--- src/rtl/core/crug_pkg.sv ---
`timescale 1ns / 1ps

package crug_pkg;

  localparam int CHALLENGE_BYTES = 8;
  localparam int CHAR_W          = 8;
  localparam int HALF_W          = CHALLENGE_BYTES * 4;
  localparam int TEXT_W          = CHALLENGE_BYTES * CHAR_W;
  localparam int AGE_W           = 17;
  localparam int DATA_W          = 32;
  localparam int ADDR_W          = 3;

  localparam logic [AGE_W-1:0] AGE_MAX        = {AGE_W{1'b1}};
  localparam logic [AGE_W-1:0] CHAL_TO_RESET  = 17'd60000;
  localparam logic [AGE_W-1:0] UNLK_TO_RESET  = 17'd120000;
  localparam logic [7:0]       CONFIRM_LEN    = 8'(CHALLENGE_BYTES * 2);

  localparam logic OR_CHAL_TO = 1'b0;
  localparam logic OR_UNLK_TO = 1'b1;

  localparam logic [2:0] OP_TICK    = 3'd0;
  localparam logic [2:0] OP_LOCK    = 3'd1;
  localparam logic [2:0] OP_REQUEST = 3'd2;
  localparam logic [2:0] OP_CONFIRM = 3'd3;
  localparam logic [2:0] OP_QUERY   = 3'd4;

  localparam logic [2:0] ST_LOCKED   = 3'd0;
  localparam logic [2:0] ST_ISSUED   = 3'd1;
  localparam logic [2:0] ST_RND_FAIL = 3'd2;
  localparam logic [2:0] ST_EXPIRED  = 3'd3;
  localparam logic [2:0] ST_INVALID  = 3'd4;
  localparam logic [2:0] ST_UNLOCKED = 3'd5;
  localparam logic [2:0] ST_INFO     = 3'd6;

  typedef struct packed {
    logic [2:0]        opcode;
    logic [TEXT_W-1:0] random_value;
    logic              random_ok;
    logic [TEXT_W-1:0] confirm_text_high;
    logic [TEXT_W-1:0] confirm_text_low;
    logic [7:0]        confirm_length;
  } in_word_t;

  typedef struct packed {
    logic [2:0]        status;
    logic              authorized;
    logic [TEXT_W-1:0] challenge_text_high;
    logic [TEXT_W-1:0] challenge_text_low;
  } out_word_t;

  typedef struct packed {
    logic [AGE_W-1:0] chal_timeout;
    logic [AGE_W-1:0] unlk_timeout;
  } timeouts_t;

  function automatic logic [CHAR_W-1:0] hex_char(input logic [3:0] nib);
    logic [CHAR_W-1:0] c;
    if (nib < 4'd10) begin
      c = 8'h30 + {4'd0, nib};
    end else begin
      c = 8'h57 + {4'd0, nib};
    end
    return c;
  endfunction

  // First character lands in the top byte.
  function automatic logic [TEXT_W-1:0] hex_half(input logic [HALF_W-1:0] half);
    logic [TEXT_W-1:0] text;
    text = '0;
    for (int i = 0; i < CHALLENGE_BYTES; i++) begin
      text[i*CHAR_W +: CHAR_W] = hex_char(half[i*4 +: 4]);
    end
    return text;
  endfunction

endpackage

--- src/rtl/core/crug_cfg.sv ---
`timescale 1ns / 1ps

module crug_cfg (
  input  logic                         clk,
  input  logic                         rst_n,
  input  logic                         psel,
  input  logic                         penable,
  input  logic                         pwrite,
  input  logic [crug_pkg::ADDR_W-1:0]  paddr,
  input  logic [crug_pkg::DATA_W-1:0]  pwdata,
  output logic [crug_pkg::DATA_W-1:0]  prdata,
  output logic                         pready,
  output crug_pkg::timeouts_t          timeouts
);

  logic [crug_pkg::AGE_W-1:0] chal_to_r, chal_to_nxt;
  logic [crug_pkg::AGE_W-1:0] unlk_to_r, unlk_to_nxt;
  logic                       wr_en;
  logic                       reg_sel;

  assign pready  = 1'b1;
  assign wr_en   = psel & penable & pwrite;
  assign reg_sel = paddr[2];

  always_comb begin
    chal_to_nxt = chal_to_r;
    unlk_to_nxt = unlk_to_r;
    if (wr_en) begin
      if (reg_sel == crug_pkg::OR_CHAL_TO) begin
        chal_to_nxt = pwdata[crug_pkg::AGE_W-1:0];
      end else begin
        unlk_to_nxt = pwdata[crug_pkg::AGE_W-1:0];
      end
    end
  end

  always_ff @(posedge clk) begin
    if (!rst_n) begin
      chal_to_r <= crug_pkg::CHAL_TO_RESET;
      unlk_to_r <= crug_pkg::UNLK_TO_RESET;
    end else begin
      chal_to_r <= chal_to_nxt;
      unlk_to_r <= unlk_to_nxt;
    end
  end

  always_comb begin
    if (reg_sel == crug_pkg::OR_CHAL_TO) begin
      prdata = {{(crug_pkg::DATA_W - crug_pkg::AGE_W){1'b0}}, chal_to_r};
    end else begin
      prdata = {{(crug_pkg::DATA_W - crug_pkg::AGE_W){1'b0}}, unlk_to_r};
    end
  end

  assign timeouts.chal_timeout = chal_to_r;
  assign timeouts.unlk_timeout = unlk_to_r;

endmodule

--- src/rtl/core/crug_eval.sv ---
`timescale 1ns / 1ps

module crug_eval (
  input  logic                 clk,
  input  logic                 rst_n,
  input  logic                 adv,
  input  crug_pkg::in_word_t   item,
  input  crug_pkg::timeouts_t  timeouts,
  output crug_pkg::out_word_t  result
);

  logic [crug_pkg::TEXT_W-1:0] chal_val_r, chal_val_nxt;
  logic [crug_pkg::AGE_W-1:0]  chal_age_r, chal_age_nxt;
  logic [crug_pkg::AGE_W-1:0]  sess_age_r, sess_age_nxt;
  logic                        waiting_r, waiting_nxt;
  logic                        open_r, open_nxt;
  logic [crug_pkg::TEXT_W-1:0] rnd_hi_txt, rnd_lo_txt;
  logic [crug_pkg::TEXT_W-1:0] chal_hi_txt, chal_lo_txt;
  logic                        mismatch;
  logic [2:0]                  status;
  logic [crug_pkg::TEXT_W-1:0] txt_hi, txt_lo;

  assign rnd_hi_txt  = crug_pkg::hex_half(item.random_value[2*crug_pkg::HALF_W-1:crug_pkg::HALF_W]);
  assign rnd_lo_txt  = crug_pkg::hex_half(item.random_value[crug_pkg::HALF_W-1:0]);
  assign chal_hi_txt = crug_pkg::hex_half(chal_val_r[2*crug_pkg::HALF_W-1:crug_pkg::HALF_W]);
  assign chal_lo_txt = crug_pkg::hex_half(chal_val_r[crug_pkg::HALF_W-1:0]);

  assign mismatch = (item.confirm_length != crug_pkg::CONFIRM_LEN) ||
                    (item.confirm_text_high != chal_hi_txt) ||
                    (item.confirm_text_low != chal_lo_txt);

  always_comb begin
    chal_val_nxt = chal_val_r;
    chal_age_nxt = chal_age_r;
    sess_age_nxt = sess_age_r;
    waiting_nxt  = waiting_r;
    open_nxt     = open_r;
    status       = crug_pkg::ST_INFO;
    txt_hi       = '0;
    txt_lo       = '0;
    case (item.opcode)
      crug_pkg::OP_TICK: begin
        if (chal_age_r != crug_pkg::AGE_MAX) begin
          chal_age_nxt = chal_age_r + 1'b1;
        end
        if (sess_age_r != crug_pkg::AGE_MAX) begin
          sess_age_nxt = sess_age_r + 1'b1;
        end
      end
      crug_pkg::OP_LOCK: begin
        chal_val_nxt = '0;
        chal_age_nxt = '0;
        sess_age_nxt = '0;
        waiting_nxt  = 1'b0;
        open_nxt     = 1'b0;
        status       = crug_pkg::ST_LOCKED;
      end
      crug_pkg::OP_REQUEST: begin
        chal_age_nxt = '0;
        sess_age_nxt = '0;
        open_nxt     = 1'b0;
        if (item.random_ok) begin
          chal_val_nxt = item.random_value;
          waiting_nxt  = 1'b1;
          txt_hi       = rnd_hi_txt;
          txt_lo       = rnd_lo_txt;
          status       = crug_pkg::ST_ISSUED;
        end else begin
          chal_val_nxt = '0;
          waiting_nxt  = 1'b0;
          status       = crug_pkg::ST_RND_FAIL;
        end
      end
      crug_pkg::OP_CONFIRM: begin
        if (!waiting_r || (chal_age_r >= timeouts.chal_timeout) || mismatch) begin
          chal_val_nxt = '0;
          chal_age_nxt = '0;
          sess_age_nxt = '0;
          waiting_nxt  = 1'b0;
          open_nxt     = 1'b0;
          if (!waiting_r || (chal_age_r >= timeouts.chal_timeout)) begin
            status = crug_pkg::ST_EXPIRED;
          end else begin
            status = crug_pkg::ST_INVALID;
          end
        end else begin
          chal_val_nxt = '0;
          waiting_nxt  = 1'b0;
          open_nxt     = 1'b1;
          sess_age_nxt = '0;
          status       = crug_pkg::ST_UNLOCKED;
        end
      end
      crug_pkg::OP_QUERY: begin
        if (open_r && (sess_age_r >= timeouts.unlk_timeout)) begin
          chal_val_nxt = '0;
          chal_age_nxt = '0;
          sess_age_nxt = '0;
          waiting_nxt  = 1'b0;
          open_nxt     = 1'b0;
        end
      end
      default: begin
      end
    endcase
  end

  always_ff @(posedge clk) begin
    if (!rst_n) begin
      chal_val_r <= '0;
      chal_age_r <= '0;
      sess_age_r <= '0;
      waiting_r  <= 1'b0;
      open_r     <= 1'b0;
    end else if (adv) begin
      chal_val_r <= chal_val_nxt;
      chal_age_r <= chal_age_nxt;
      sess_age_r <= sess_age_nxt;
      waiting_r  <= waiting_nxt;
      open_r     <= open_nxt;
    end
  end

  assign result.status              = status;
  assign result.authorized          = open_nxt;
  assign result.challenge_text_high = txt_hi;
  assign result.challenge_text_low  = txt_lo;

`ifndef SYNTHESIS
  // A pending challenge and an open session never coexist.
  a_excl: assert property (@(posedge clk) disable iff (!rst_n)
    !(waiting_r && open_r))
    else $error("challenge pending while session open");

  // The stored challenge is zero whenever none is pending.
  a_val_clr: assert property (@(posedge clk) disable iff (!rst_n)
    !waiting_r |-> (chal_val_r == '0))
    else $error("stale challenge value");

  // A successful confirm always leaves a fresh session age.
  a_fresh: assert property (@(posedge clk) disable iff (!rst_n)
    (adv && result.status == crug_pkg::ST_UNLOCKED) |=> (sess_age_r == '0) && open_r)
    else $error("session not opened fresh");
`endif

endmodule

--- src/rtl/core/challenge_response_unlock_gate.sv ---
`timescale 1ns / 1ps
// Channel   Direction  Handshake              Word
// in_       input      in_valid / in_stall    crug_pkg::in_word_t
// out_      output     out_valid / out_stall  crug_pkg::out_word_t
// cfg_      input      APB write, pready = 1  two 17-bit timeout registers
//
// One word per cycle unless out_ stalls; each word passes the input and then the output register.
// The input register feeds one stage of decode and compare logic that updates
// the state and loads the output register. Reset clears all state and loads
// the default timeouts. A stalled output holds; the input register still takes
// a word while the output register waits, and in_stall rises only when both hold.

module challenge_response_unlock_gate (
  input  logic                         clk,
  input  logic                         rst_n,
  input  logic                         in_valid,
  output logic                         in_stall,
  input  crug_pkg::in_word_t           in_data,
  output logic                         out_valid,
  input  logic                         out_stall,
  output crug_pkg::out_word_t          out_data,
  input  logic                         cfg_psel,
  input  logic                         cfg_penable,
  input  logic                         cfg_pwrite,
  input  logic [crug_pkg::ADDR_W-1:0]  cfg_paddr,
  input  logic [crug_pkg::DATA_W-1:0]  cfg_pwdata,
  output logic [crug_pkg::DATA_W-1:0]  cfg_prdata,
  output logic                         cfg_pready
);

  crug_pkg::in_word_t   stg_r;
  logic                 stg_vld_r, stg_vld_nxt;
  crug_pkg::out_word_t  out_r;
  logic                 out_vld_r, out_vld_nxt;
  crug_pkg::out_word_t  result;
  crug_pkg::timeouts_t  timeouts;
  logic                 out_free;
  logic                 adv;
  logic                 in_take;

  assign out_free = !out_vld_r || !out_stall;
  assign adv      = stg_vld_r && out_free;
  assign in_stall = stg_vld_r && !out_free;
  assign in_take  = in_valid && !in_stall;

  crug_cfg u_cfg (
    .clk      (clk),
    .rst_n    (rst_n),
    .psel     (cfg_psel),
    .penable  (cfg_penable),
    .pwrite   (cfg_pwrite),
    .paddr    (cfg_paddr),
    .pwdata   (cfg_pwdata),
    .prdata   (cfg_prdata),
    .pready   (cfg_pready),
    .timeouts (timeouts)
  );

  crug_eval u_eval (
    .clk      (clk),
    .rst_n    (rst_n),
    .adv      (adv),
    .item     (stg_r),
    .timeouts (timeouts),
    .result   (result)
  );

  always_comb begin
    stg_vld_nxt = stg_vld_r;
    if (in_take) begin
      stg_vld_nxt = 1'b1;
    end else if (adv) begin
      stg_vld_nxt = 1'b0;
    end
    out_vld_nxt = out_vld_r;
    if (adv) begin
      out_vld_nxt = 1'b1;
    end else if (!out_stall) begin
      out_vld_nxt = 1'b0;
    end
  end

  always_ff @(posedge clk) begin
    if (!rst_n) begin
      stg_vld_r <= 1'b0;
      out_vld_r <= 1'b0;
    end else begin
      stg_vld_r <= stg_vld_nxt;
      out_vld_r <= out_vld_nxt;
    end
  end

  always_ff @(posedge clk) begin
    if (in_take) begin
      stg_r <= in_data;
    end
    if (adv) begin
      out_r <= result;
    end
  end

  assign out_valid = out_vld_r;
  assign out_data  = out_r;

`ifndef SYNTHESIS
  // Challenge text is only ever shown with an issued challenge.
  a_txt_zero: assert property (@(posedge clk) disable iff (!rst_n)
    (out_vld_r && out_r.status != crug_pkg::ST_ISSUED) |->
      (out_r.challenge_text_high == '0) && (out_r.challenge_text_low == '0))
    else $error("challenge text outside an issued challenge");

  // Issuing a challenge always closes the session.
  a_issue_lock: assert property (@(posedge clk) disable iff (!rst_n)
    (out_vld_r && out_r.status == crug_pkg::ST_ISSUED) |-> !out_r.authorized)
    else $error("session open with a new challenge");

  // A word held in the input register is never dropped while the output waits.
  a_hold: assert property (@(posedge clk) disable iff (!rst_n)
    (stg_vld_r && !out_free) |=> stg_vld_r && $stable(stg_r))
    else $error("staged word lost under stall");
`endif

endmodule

--- config.mk ---
export PLATFORM = sky130hd
export DESIGN_NAME = challenge_response_unlock_gate
export DESIGN_NICKNAME = d
export VERILOG_FILES = /design/src/rtl/core/crug_pkg.sv /design/src/rtl/core/crug_cfg.sv /design/src/rtl/core/crug_eval.sv /design/src/rtl/core/challenge_response_unlock_gate.sv
export SDC_FILE = /design/constraint.sdc
export NUM_CORES = 1
export LEC_CHECK = 0
export ABC_AREA = 1
export ABC_CLOCK_PERIOD_IN_PS = 8400
export BUFFER_PORTS_ARGS = -buffer_cell sky130_fd_sc_hd__buf_2
export CAP_MARGIN = 0
export CELL_PAD_IN_SITES_DETAIL_PLACEMENT = 1
export CELL_PAD_IN_SITES_GLOBAL_PLACEMENT = 2
export CORE_UTILIZATION = 31
export CTS_CLUSTER_DIAMETER = 60
export DETAILED_ROUTE_END_ITERATION = 10
export GPL_TIMING_DRIVEN = 0
export PLACE_DENSITY_LB_ADDON = 0.2
export SLEW_MARGIN = 20
export SYNTH_ARGS = -nofsm -noshare
export SYNTH_HDL_FRONTEND = slang
export SYNTH_SLANG_ARGS = --single-unit
--- constraint.sdc ---
create_clock -name clk -period 8.4 [get_ports clk]
set_clock_uncertainty 0.05 [all_clocks]
set_input_delay 0.84 -clock clk [delete_from_list [all_inputs] [get_ports clk]]
set_output_delay 0.84 -clock clk [all_outputs]
set_load 0.05 [all_outputs]
# ---- Word level (Yosys, flattened, before mapping)
# Index checks and enable logic that the tools add are counted.
dict set report word_totals {
  ff_bits 472
  in_bits 246
  out_inout_bits 167
  wordCells 220
}
dict set report classes {
  n_addsub 66
  magnitude_cmp 34
  n_eq_ne 14
  n_mux 56
  n_bitwise 3
  reduce_logical 28
}
# operator n
set op_table {}
lappend op_table {{$add A7 B4 Y8 const A} 32}
lappend op_table {{$mux W8} 32}
lappend op_table {{$add A6 B4 Y7 const A} 32}
lappend op_table {{$pmux W64 S3} 1}
lappend op_table {{$lt A4 B4 Y1 const B} 32}
lappend op_table {{$mux W64} 2}
lappend op_table {{$ne A64 B64 Y1} 2}
lappend op_table {{$mux W17} 5}
lappend op_table {{$pmux W17 S4} 1}
lappend op_table {{$pmux W17 S3} 1}
lappend op_table {{$add A17 B1 Y17 const B} 2}
lappend op_table {{$ge A17 B17 Y1} 2}
lappend op_table {{$ne A17 B17 Y1 const B} 2}
lappend op_table {{$ne A2 B1 Y1 const B} 5}
lappend op_table {{$pmux W3 S3} 1}
lappend op_table {{$mux W1} 8}
lappend op_table {{$ne A8 B5 Y1 const B} 1}
lappend op_table {{$eq A3 B2 Y1 const B} 2}
lappend op_table {{$mux W3} 2}
lappend op_table {{$pmux W1 S3} 2}
lappend op_table {{$reduce_and A2 Y1} 3}
lappend op_table {{$reduce_bool A3 Y1} 2}
lappend op_table {{$logic_not A1 Y1} 5}
lappend op_table {{$logic_or A1 B1 Y1} 5}
lappend op_table {{14 further kinds} 19}

# ---- Logic depth before layout (Yosys ltp)
# Gate-level depths: netlist of the first run.
dict set report depth {
  word_depth 8
  ltp_mapped 20
}

# ---- Hierarchy
# A second synthesis of the first run with hierarchy kept.
dict set report hier_totals {
  cells_unflattened 2404
  hier_area_um2 22278.9
}
# module instances cells_each area_per_inst_um2 seq_area_each_um2
set modules_own_cells {}
lappend modules_own_cells {crug_eval 1 1793 10396.2 2001.9}
lappend modules_own_cells {challenge_response_unlock_gate 1 349 10184.8 10129.7}
lappend modules_own_cells {crug_cfg 1 262 1697.9 680.7}

# ---- Worst setup path before layout of the first run
# No wires, ideal clock.
dict set report synth_timing {
  path_kind {input port to flip-flop}
  from {input port out_stall}
  to {register u_eval.chal_age_r[14] in the netlist's numbering}
  arrival_time_ns 8.260
  required_ns 8.282
  path_slack_ns 0.022
  path_stages 8
  path_buffers 1
  path_cell_list {a21oi_1 > o21ai_0 > inv_1 > nand2_1 > nor2_4 > buf_2 > nand3_1 > a21oi_2}
}
dict set report synth_between {
  elab_chain_len 4
}
# element line
set synth_rtl {}
lappend synth_rtl {{start: declaration} challenge_response_unlock_gate.sv:20} ;# input logic out_stall,
lappend synth_rtl {{$logic_not A1 Y1} n/a}
lappend synth_rtl {{$logic_or A1 B1 Y1} challenge_response_unlock_gate.sv:41} ;# assign out_free = !out_vld_r || !out_stall;
lappend synth_rtl {{$logic_and A1 B1 Y1} challenge_response_unlock_gate.sv:42} ;# assign adv = stg_vld_r && out_free;
lappend synth_rtl {{$reduce_and A5 Y1 (no line)} n/a}
lappend synth_rtl {{end signal: assignment} crug_eval.sv:117} ;# chal_age_r <= chal_age_nxt;
lappend synth_rtl {{end: declaration} crug_eval.sv:13} ;# logic [crug_pkg::AGE_W-1:0] chal_age_r, chal_age_nxt;
# No other way between the ends.
# A chain may end at the register's enable or synchronous reset.

# ---- Final worst setup path of the first run
dict set report layout_timing {
  from {register u_eval.sess_age_r[12] in the netlist's numbering}
  to {register u_eval.chal_val_r[56] in the netlist's numbering}
}
dict set report layout_between {
  elab_chain_len 4
}
# element line
set layout_rtl {}
lappend layout_rtl {{start: declaration} crug_eval.sv:14} ;# logic [crug_pkg::AGE_W-1:0] sess_age_r, sess_age_nxt;
lappend layout_rtl {{start signal: assignment} crug_eval.sv:118} ;# sess_age_r <= sess_age_nxt;
lappend layout_rtl {{$ge A17 B17 Y1} crug_eval.sv:95} ;# if (open_r && (sess_age_r >= timeouts.unlk_timeout)) begin
lappend layout_rtl {{$logic_and A1 B1 Y1} crug_eval.sv:95}
lappend layout_rtl {{$ne A2 B1 Y1 (no line)} n/a}
lappend layout_rtl {{$reduce_and A3 Y1 (no line)} n/a}
lappend layout_rtl {{end signal: assignment} crug_eval.sv:116} ;# chal_val_r <= chal_val_nxt;
lappend layout_rtl {{end: declaration} crug_eval.sv:12} ;# logic [crug_pkg::TEXT_W-1:0] chal_val_r, chal_val_nxt;
# No other way between the ends.

==> qor.yml, run 1 <==
outcome:
  status: "completed"
floorplan:
  die_h_microns: 265
  coreArea_sq_um: 67800
  ios: 413
  fp.dieW_microns: 265
  core.rowCount: 95
  start_util_pct: 31.6
  dieArea_sq_um: 70000
logic_synthesis:
  synthAdderAreaFrac_pct: 4.10
  async_reset_ff_share_pct: 0
  netlist_instances: 2250
  ys_types: 46
  synthMuxAreaShare_pct: 0
  synth-edff-count: 320
  synth_warnings: 0
  synthSimpleGateAreaFrac_pct: 17.7
  ys_seq_area_share_pct: 57.7
  ys.flop_type: "edfxtp_1"
  postSynthAreaPerCell_sq_um: 9.50
  synth-seq-cells: 456
  synth-xor-area-share_pct: 2.17
  syn-cell-area_sq_um: 21400
  synth_top_family_by_area: "simple AND/OR/NAND/NOR gates"
  synth_compound_area_share_pct: 9.82
finish:
  final_cell_mix: "nand2_1, buf_2, inv_1"
  fin_nets: 3029
  final_area_sq_um: 26700
  drive_gt1_share_pct: 23.4
  layout_commonest_cell: "nand2_1"
  syn_to_final_growth_pct: 24.7
timing:
  tightestPinTransition_ns: 0.981
  setup_viol: 0
  rsz0062_at_grt: "false"
  finalCritPeriodShare_pct: 37.9
  final-hold-violation-count: 0
  slew_headroom_pct: 34.6
  setup-tns-final_ns: 0
  slew_viol_final: 0
  period_needed_ns: 3.18
  fmax_mhz: 314
clocking:
  cts_tree: "built"
  ctsHoldBuffers: 0
  numCtsBuffers: 61
  clk_latency_ns: 0.63
  cts.sinks: 456
  ctsResizeCount: 0
  post_cts_buffers: 0
  cts-root-buf: "clkbuf_16"
  clock_path_buffers: 3
  path_clk_slew_ns: 0.06
  cts_max_level: 2
drt:
  dr_total_vias: 17200
  dr.pass1.iters: 5
  ant_nets: 0
  drcViolationCount: 0
  first_iter_violations: 841
  viasPerCell: 4.74
  wl_mm: 75.8
  wl_per_cell_microns: 20.8
power_and_ir_drop:
  power_switching_w: 0.00150
  combPwrFrac_pct: 9.3
  p_int_w: 0.00417
  p_seq_share_pct: 45.0
  swShare_pct: 26.4
  power.leakage_nw: 11.7
  irDropWorstVdd_mv: 0.150
  p_per_area_nw_per_um2: 213
  clockPowerShare_pct: 45.7
place:
  port_buffers: 362
  gp_congestion: 0.861
  dpl.hpwl_mm: 58.8
  dpl_cell_area_sq_um: 24600
critical_path:
  cp-start-kind: "register"
  endpoint_kind: "register"
  path_common_cell: "nand2_1"
  path_depth: 11
  cp.required_ns: 8.83
  crit_chain: "ha_1, nand2_1, nor2_1, nand4_1, o21ai_1, a31oi_1, nand2_1, nand3_2, nand2_1, clkbuf_1, o22ai_1"
  crit_start: "u_eval.sess_age_r[12]"
  slowest_delay_ns: 0.57
  path_buf_inv: 1
  crit_fanout: 10
  timing.setup.critical_path_class: "register to register"
  rr_startpoint: "u_eval.sess_age_r[12]"
  rr_worst_depth: 11
  slowest_stage: "clkbuf_1"
  cpLargestDelayFamily: "simple AND/OR/NAND/NOR gates"
  arrival_ns: 3.61
job:
  max_cap_viol_count: 0
global_routing:
  met3_usage_pct: 3.69
  grt_pass1_wl_mm: 111
  grt.busiest_layer: "met2"
  grt_pass1_vias: 18000
  use_met2_pct: 36.3
  grt_util_met1_pct: 27.6
  grt.overflow.total: 0
  grt_max_degree: 99
  grtUsageTotal_pct: 21.4
  antenna_found_initial: 7
min_path:
  min_from: "in_data[86]"
  hp-class: "input port to register"
  hold_depth: 1
## cells by family after synthesis
logic type	after synthesis
simple gates	862
compound gates	365
fa+ha+maj	70
flops	456
xor+xnor	52
other cells	2
buf+inv	443
## registers in the layout, summed over array words and instances, names as in the netlist
signal             count
out_valid              1
u_eval.waiting_r       1
stg_r                204
u_eval.chal_age_r     17
u_cfg.chal_to_r       17
u_eval.sess_age_r     17
out_data             116
u_cfg.unlk_to_r       17
u_eval.chal_val_r     64
u_eval.open_r          1
stg_vld_r              1
## power by group through the flow
stage               registers, W  clock network, W  logic (W)
detailed placement       0.00260                 0   0.000532
finish                   0.00255           0.00259   0.000527
CTS                      0.00255           0.00267   0.000535
floorplan                0.00266                 0   0.000259
global placement         0.00262                 0   0.000505
global route             0.00256           0.00275   0.000575
## worst register-to-register path, delay by kind of cell (launching register included)
kind	cells	cell delay, ns
buffers and inverters	1	0.57
and+or+nand+nor	6	1.23
adders and majority gates	1	0.33
DFF	1	0.37
AOI/OAI and AO/OA	3	0.46
## cell usage after synthesis (all sizes together) (2+ instances only)
master	n	area, sq um
a211oi	2	15.0
a21o	2	15.0
a21oi	130	703
a221oi	15	131
a31oi	2	12.5
buf	44	329
clkbuf	39	146
clkinv	2	7.51
conb	2	7.51
dfxtp	136	2720
edfxtp	320	9610
ha	70	876
inv	358	1340
nand2	458	1760
nand3	109	606
nand3b	9	67.6
nand4	26	163
nor2	194	793
nor3	25	125
nor4	5	31.3
o211ai	5	37.5
o21ai	131	674
o22ai	60	375
o31ai	17	128
or2	34	213
xnor2	20	175
xor2	32	288
## per-stage QoR
stage | utilization (%) | worst slack (ns) | cells | total power [W] | hold WS (ns)
3_5_place_dp | 36.4 | 4.85 | 3523 | 0.00313 | 0.432
5_1_grt | 39.3 | 4.85 | 3641 | 0.00589 | 0.298
4_1_cts | 39.3 | 5.18 | 3638 | 0.00575 | 0.282
6_report | 39.3 | 5.22 | 3641 | 0.00567 | 0.326
3_3_place_gp | 36.0 | -4.61 | 3515 | 0.00313 | 0.414
2_1_floorplan | - | 0.0219 | 2280 | 0.00292 | 0.400
## path summary, 6_finish.rpt
check,to,slack (ns)
max,u_eval.chal_val_r[56],5.22
min,stg_r[86],0.33
max reg2reg,u_eval.chal_val_r[56],5.22
min reg2reg,u_cfg.chal_to_r[2],0.44
## metal layers
layer | wire length (microns) | share of wire (%)
met5 | 0 | 0
met4 | 2280 | 3.0
met3 | 3580 | 4.7
met2 | 36400 | 48
met1 | 33600 | 44
## layout make-up
| type | count | area, sq um |
|---|---|---|
| antenna | 3 | 7.51 |
| clock inverter | 43 | 388 |
| buffer | 83 | 485 |
| tap | 873 | 1090 |
| fill | 7859 | 41100 |
| inverter | 360 | 1360 |
| timing repair buffer | 370 | 2030 |
| multi-input combinational | 1381 | 7340 |
| sequential | 456 | 12300 |
| clock buffer | 72 | 1620 |
Note: power is estimated with default switching activity, not from simulation.
==> run 2: changes to the inputs <==
- ABC_CLOCK_PERIOD_IN_PS: 8400 -> 2800
- clock period: 8.4 -> 2.8 ns (I/O delays scaled with it)
==> run 2 against run 1 <==
Worst hold slack lost 0.24 ns. Core utilization rose by 3.6 points. Sequential power grew to 3.0 times the previous value. First-iteration DRC count fell by 2.3%. Critical path depth rose by 3. Register-to-register slack lost 5.0 ns. Design area up 9.2%. Sequential share of layout area down 3.9 points. Die area unchanged. Via count up 5.7%. Fmax up 21%. Critical path type unchanged. Largest power group is now registers. Highest routed layer is now met5.
==> qor.yml, run 2 (same netlist as run 1, synthesis figures left out) <==
timing:
  setup-tns-final_ns: 0  # unchanged
  final-hold-violation-count: 0  # unchanged
  tightestPinTransition_ns: 0.807  # -0.175 ns
  rsz0062_at_grt: "false"
  slew_headroom_pct: 46.2  # +12 points
  slew_viol_final: 0  # unchanged
  period_needed_ns: 2.62  # -0.560 ns
  fin_ws_ns: 0.180  # -5.04 ns
  whs_ns: 0.0823  # -0.244 ns
  setup_viol: 0  # unchanged
  fmax_mhz: 382  # +21%
  finalCritPeriodShare_pct: 93.6  # +56 points
drt:
  wl_mm: 79.4  # +4.7%
  wl_met2_mm: 39.8  # +9.5%
  wl_met3_mm: 3.10  # -13%
  wl_per_cell_microns: 20.5  # -1.7%
  first_iter_violations: 822  # -2.3%
  wl_met1_mm: 33.4  # -0.44%
  dr_total_vias: 18200  # +5.7%
  ant_nets: 0  # unchanged
  dr.pass1.iters: 5  # unchanged
  top_layer: "met5"
  drcViolationCount: 0  # unchanged
  viasPerCell: 4.70  # -0.68%
global_routing:
  antenna_found_initial: 11  # +4
  grt_pass1_wl_mm: 117  # +5.1%
  grt_max_degree: 34  # -66%
  grt_pass1_vias: 19400  # +7.9%
  grtUsageTotal_pct: 22.4  # +0.93 points
  grt.overflow.total: 0  # unchanged
critical_path:
  rr_startpoint: "u_cfg.unlk_to_r[12]"
  timing.setup.critical_path_class: "register to register"
  timing.rr.end: "u_eval.chal_age_r[3]"
  rr_worst_depth: 14  # +3
  cp.required_ns: 3.22  # -5.61 ns
  rrSetupSlack_ns: 0.18  # -5.04 ns
  crit_start: "u_cfg.unlk_to_r[12]"
  endpoint: "u_eval.chal_age_r[3]"
  crit_fanout: 10  # unchanged
  endpoint_kind: "register"
  arrival_ns: 3.04  # -0.57 ns
  cp-start-kind: "register"
clocking:
  cts-root-buf: "clkbuf_16"
  cts.sinks: 456  # unchanged
  cts_tree: "built"
  clk_latency_ns: 0.62  # about the same
  clock_path_buffers: 3  # unchanged
  cts_max_level: 2  # unchanged
  path_clk_slew_ns: 0.06  # about the same
  numCtsBuffers: 58  # -4.9%
outcome:
  status: "completed"
place:
  dpl.hpwl_mm: 59.6  # +1.3%
  gp_congestion: 0.890  # +3.4%
  port_buffers: 362  # unchanged
  placed_cells: 3529  # +0.17%
  pre_cts_ws_ns: -0.272  # -5.12 ns
floorplan:
  die_h_microns: 265  # unchanged
  ios: 413  # unchanged
  core.rowCount: 95  # unchanged
  start_util_pct: 31.6  # unchanged
  coreArea_sq_um: 67800  # unchanged
  fp.dieW_microns: 265  # unchanged
  dieArea_sq_um: 70000  # unchanged
finish:
  syn_to_final_growth_pct: 36.2
  multi_input_area_sq_um: 7460  # +1.6%
  layout_commonest_cell: "nand2_1"
  final_cells: 3876  # +6.5%
  top_register: "stg_r"
  fin_nets: 3260  # +7.6%
  regArea_sq_um: 12300  # about the same
  fillCellCount: 7813  # -0.59%
  drive_gt1_share_pct: 22.7  # -0.71 points
  final_cell_mix: "nand2_1, buf_2, inv_1"
  largest_register_ffs: 204  # unchanged
power_and_ir_drop:
  power.leakage_nw: 12.7  # +8.6%
  p_per_area_nw_per_um2: 577  # +170%
  total_power_w: 0.0168  # +200%
  irDropWorstVdd_mv: 0.441  # +190%
min_path:
  hold_depth: 4  # +3
  hp-class: "input port to register"
job:
  max_cap_viol_count: 0  # unchanged
run 2: what timing repair did:
| action | 4_1_cts | 5_1_grt |
|---|---|---|
| hold buffers | 224 | 0 |
| gates resized for setup | 8 | 18 |
| pin swaps | 0 | 4 |
| endpoints found under the hold margin | 238 | 0 |
| setup endpoints to repair | 73 | 74 |
| setup buffers | 0 | 4 |
run 2: per-stage QoR:
stage / utilization, % / instance area, sq um
floorplan: - / 21700
CTS: 42.8 / 29000
detailed placement: 36.8 / 24900
global placement: 36.3 / 24600
finish: 43.0 / 29100
global route: 43.0 / 29100
run 2: worst max-delay path: stages (launching register included):
cell	delay, ns
dfxtp_1	0.34
inv_1	0.09
ha_1	0.30
nand2_1	0.07
nor2_1	0.14
nand4_1	0.18
o21ai_1	0.19
a31oi_1	0.11
nand2_2	0.15
nand2_2	0.08
nor2_4	0.30
nand2_4	0.17
buf_8	0.19
nand2_2	0.06
a21oi_2	0.05
run 2: power by group:
| group | leakage (nW) | total, W | internal [W] | switching [W] |
|---|---|---|---|---|
| sequential | 4.29 | 0.00766 | 0.00752 | 0.000148 |
| clock | 0.872 | 0.00725 | 0.00416 | 0.00310 |
| combinational | 7.57 | 0.00189 | 0.000689 | 0.00120 |
run 2: area by class of cell:
type                       count  share of cell area (%)
sequential                   456                    42.4
antenna                       10                  0.0860
timing repair buffer         604                    15.2
buffer                        83                    2.03
clock buffer                  76                    5.40
inverter                     360                    4.65
tap                          873                    3.75
clock inverter                33                   0.881
multi-input combinational   1381                    25.6
run 2: worst min-delay path by stage:
| stage | end | slack, ns | start |
|---|---|---|---|
| after floorplan | stg_r[0] | 0.33 | in_data[0] |
| after global placement | stg_r[53] | 0.41 | in_data[53] |
| after detailed placement | stg_r[169] | 0.41 | in_data[169] |
| after CTS | u_cfg.chal_to_r[5] | 0.05 | rst_n |
| after global routing | u_cfg.chal_to_r[5] | 0.12 | rst_n |
| final | u_cfg.chal_to_r[5] | 0.08 | rst_n |
run 2: layer usage:
layer	vias to the layer above	track usage [%]
met1	8883	27.1
met2	354	39.6
met4	4	8.78
met5	-	0
li1	8860	-
met3	131	3.52
==> run 3: changes to the inputs <==
==> constraint.sdc (replaced) <==
create_clock -name clk -period 2.8 [get_ports clk]
set_clock_uncertainty 0.05 [all_clocks]
set_input_delay 0.56 -clock clk [delete_from_list [all_inputs] [get_ports clk]]
set_output_delay 0.56 -clock clk [all_outputs]
set_load 0.05 [all_outputs]
==> run 3 against run 2 <==
Critical path depth is 9 lower. Largest power group unchanged. Clock-buffer cell count is 4 lower. Via count is 5.3% lower. Fmax is 4.4% lower. Worst hold slack worse by 0.025 ns. Critical endpoint is now cfg_prdata[5]. Clock power is 3.6% higher. Sequential share of layout area is 3.4 points higher. Total power is 0.13% lower. Largest cell class unchanged. Register-to-register slack worse by 0.03 ns.
==> qor.yml, run 3 (same netlist as run 1, synthesis figures left out) <==
floorplan:
  core.rowCount: 95  # unchanged
  die_h_microns: 265  # unchanged
  fp.dieW_microns: 265  # unchanged
  start_util_pct: 31.6  # unchanged
  ios: 413  # unchanged
  coreArea_sq_um: 67800  # unchanged
  dieArea_sq_um: 70000  # unchanged
clocking:
  clock_path_buffers: 3  # unchanged
  cts-root-buf: "clkbuf_16"
  cts.sinks: 456  # unchanged
  path_clk_slew_ns: 0.06  # about the same
  cts_max_level: 2  # unchanged
  cts_tree: "built"
  clk_latency_ns: 0.63  # about the same
  ctsHoldBuffers: 0  # -100%
  numCtsBuffers: 58  # unchanged
finish:
  largest_register_ffs: 204  # unchanged
  final_area_sq_um: 26900  # -7.5%
  fin_nets: 3034  # -6.9%
  regArea_sq_um: 12300  # about the same
  final_cell_mix: "nand2_1, buf_2, inv_1"
  layout_commonest_cell: "nand2_1"
  fillCellCount: 7841  # +0.36%
  multi_input_area_sq_um: 7470  # +0.10%
  top_register: "stg_r"
  syn_to_final_growth_pct: 26.0
  drive_gt1_share_pct: 24.6  # +1.9 points
power_and_ir_drop:
  total_power_w: 0.0168  # -0.13%
  p_int_w: 0.0124  # +0.51%
  irDropWorstVdd_mv: 0.538  # +22%
  power_switching_w: 0.00436  # -1.9%
  power.leakage_nw: 11.8  # -7.1%
  swShare_pct: 26.0  # -0.47 points
  clockPowerShare_pct: 44.7  # +1.5 points
  p_seq_share_pct: 45.6  # about the same
  combPwrFrac_pct: 9.6  # -1.6 points
  p_per_area_nw_per_um2: 623  # +8.0%
timing:
  slew_headroom_pct: 48.6  # +2.4 points
  period_needed_ns: 2.74  # +0.121 ns
  rsz0062_at_grt: "false"
  fmax_mhz: 365  # -4.4%
  final-hold-violation-count: 0  # unchanged
  finalCritPeriodShare_pct: 97.9  # +4.3 points
  slew_viol_final: 0  # unchanged
  tightestPinTransition_ns: 0.771  # -0.0355 ns
  setup_viol: 0  # unchanged
drt:
  drcViolationCount: 0  # unchanged
  wl_mm: 75.9  # -4.4%
  ant_nets: 0  # unchanged
  dr.pass1.iters: 5  # unchanged
  wl_per_cell_microns: 20.8  # +1.6%
  viasPerCell: 4.74  # +0.67%
  first_iter_violations: 858  # +4.4%
  dr_total_vias: 17300  # -5.3%
place:
  gp_congestion: 0.899  # +1.0%
  dpl_cell_area_sq_um: 24900  # unchanged
  port_buffers: 362  # unchanged
  dpl.hpwl_mm: 59.9  # +0.57%
min_path:
  hp-class: "input port to register"
critical_path:
  cp-start-kind: "input port"
  timing.setup.critical_path_class: "input port to output port"
  endpoint_kind: "output port"
  crit_fanout: 10  # unchanged
  cp.required_ns: 2.19  # -1.03 ns
  arrival_ns: 2.13  # -0.91 ns
global_routing:
  antenna_found_initial: 14  # +3
  grt.overflow.total: 0  # unchanged
  grt_pass1_wl_mm: 112  # -4.2%
  grtUsageTotal_pct: 21.4  # -0.93 points
  grt_pass1_vias: 18400  # -5.3%
  grt_max_degree: 32  # -5.9%
job:
  max_cap_viol_count: 0  # unchanged
outcome:
  status: "completed"
-- run 3: cell types whose count changed in the layout (fill, tap and decap cells not counted), sizes merged, moves of 3 or more --
cell / delta
clkbuf: -4
bufinv: +3
clkinv: +5
clkinvlp: -7
dlygate4sd3: -224
-- run 3: worst paths after layout --
path	to	start	slack, ns	depth (start not counted)
worst max register to register	u_eval.chal_age_r[15]	u_eval.chal_age_r[1]	0.15	13
worst max-delay path	cfg_prdata[5]	cfg_paddr[2]	0.06	5
worst min-delay path	stg_r[14]	in_data[14]	0.06	1
worst min register to register	u_cfg.unlk_to_r[3]	u_cfg.unlk_to_r[3]	0.45	2
-- run 3: what timing repair did --
item	CTS	global route
pin swaps	0	2
setup buffers	0	2
endpoints found under the setup margin	70	81
cloned	0	0
hold endpoints to repair	0	0
resized for setup	7	16
-- run 3: power groups by stage --
stage	combinational, W	sequential [W]	clock, W
after global placement	0.00153	0.00783	0
after global routing	0.00176	0.00768	0.00795
final	0.00162	0.00765	0.00751
after CTS	0.00164	0.00765	0.00769
after floorplan	0.000801	0.00795	0
after detailed placement	0.00162	0.00779	0
-- run 3: metrics by stage --
| stage | utilization [%] | TNS (ns) | hold WS [ns] | std cells | worst slack, ns |
|---|---|---|---|---|---|
| 6_report | 39.7 | 0 | 0.0571 | 3647 | 0.0584 |
| 5_1_grt | 39.7 | 0 | 0.0348 | 3646 | 0.00158 |
| 4_1_cts | 39.6 | 0 | 0.0225 | 3637 | 0.00724 |
| 3_5_place_dp | 36.8 | -8.05 | 0.438 | 3529 | -0.258 |
| 3_3_place_gp | 36.3 | -1219.49 | 0.432 | 3515 | -3.67 |
| 2_1_floorplan | - | -484.42 | 0.400 | 2280 | -1.76 |
-- run 3: critical path: stages --
cell	delay (ns)
clkbuf_1	0.35
clkbuf_1	0.48
nand2_1	0.20
o21ai_0	0.20
buf_2	0.34
-- run 3: area by class of cell --
| type | instances | share of cell area, % |
|---|---|---|
| antenna | 8 | 0.0743 |
| buffer | 83 | 2.18 |
| clock buffer | 72 | 5.78 |
| clock inverter | 36 | 1.32 |
| inverter | 360 | 5.03 |
| multi-input combinational | 1381 | 27.7 |
| sequential | 456 | 45.8 |
| tap | 873 | 4.06 |
| timing repair buffer | 378 | 8.02 |
-- run 3: metal layers --
| layer | share of wire (%) | track usage, % | vias to the layer above | wire length [microns] |
|---|---|---|---|---|
| met3 | 3.3 | 2.69 | 91 | 2510 |
| met1 | 43 | 26.2 | 8438 | 32500 |
| met5 | 0.017 | 0 | - | 13 |
| met2 | 52 | 39.3 | 329 | 39200 |
| li1 | - | - | 8410 | - |
| met4 | 2.3 | 6.00 | 2 | 1730 |
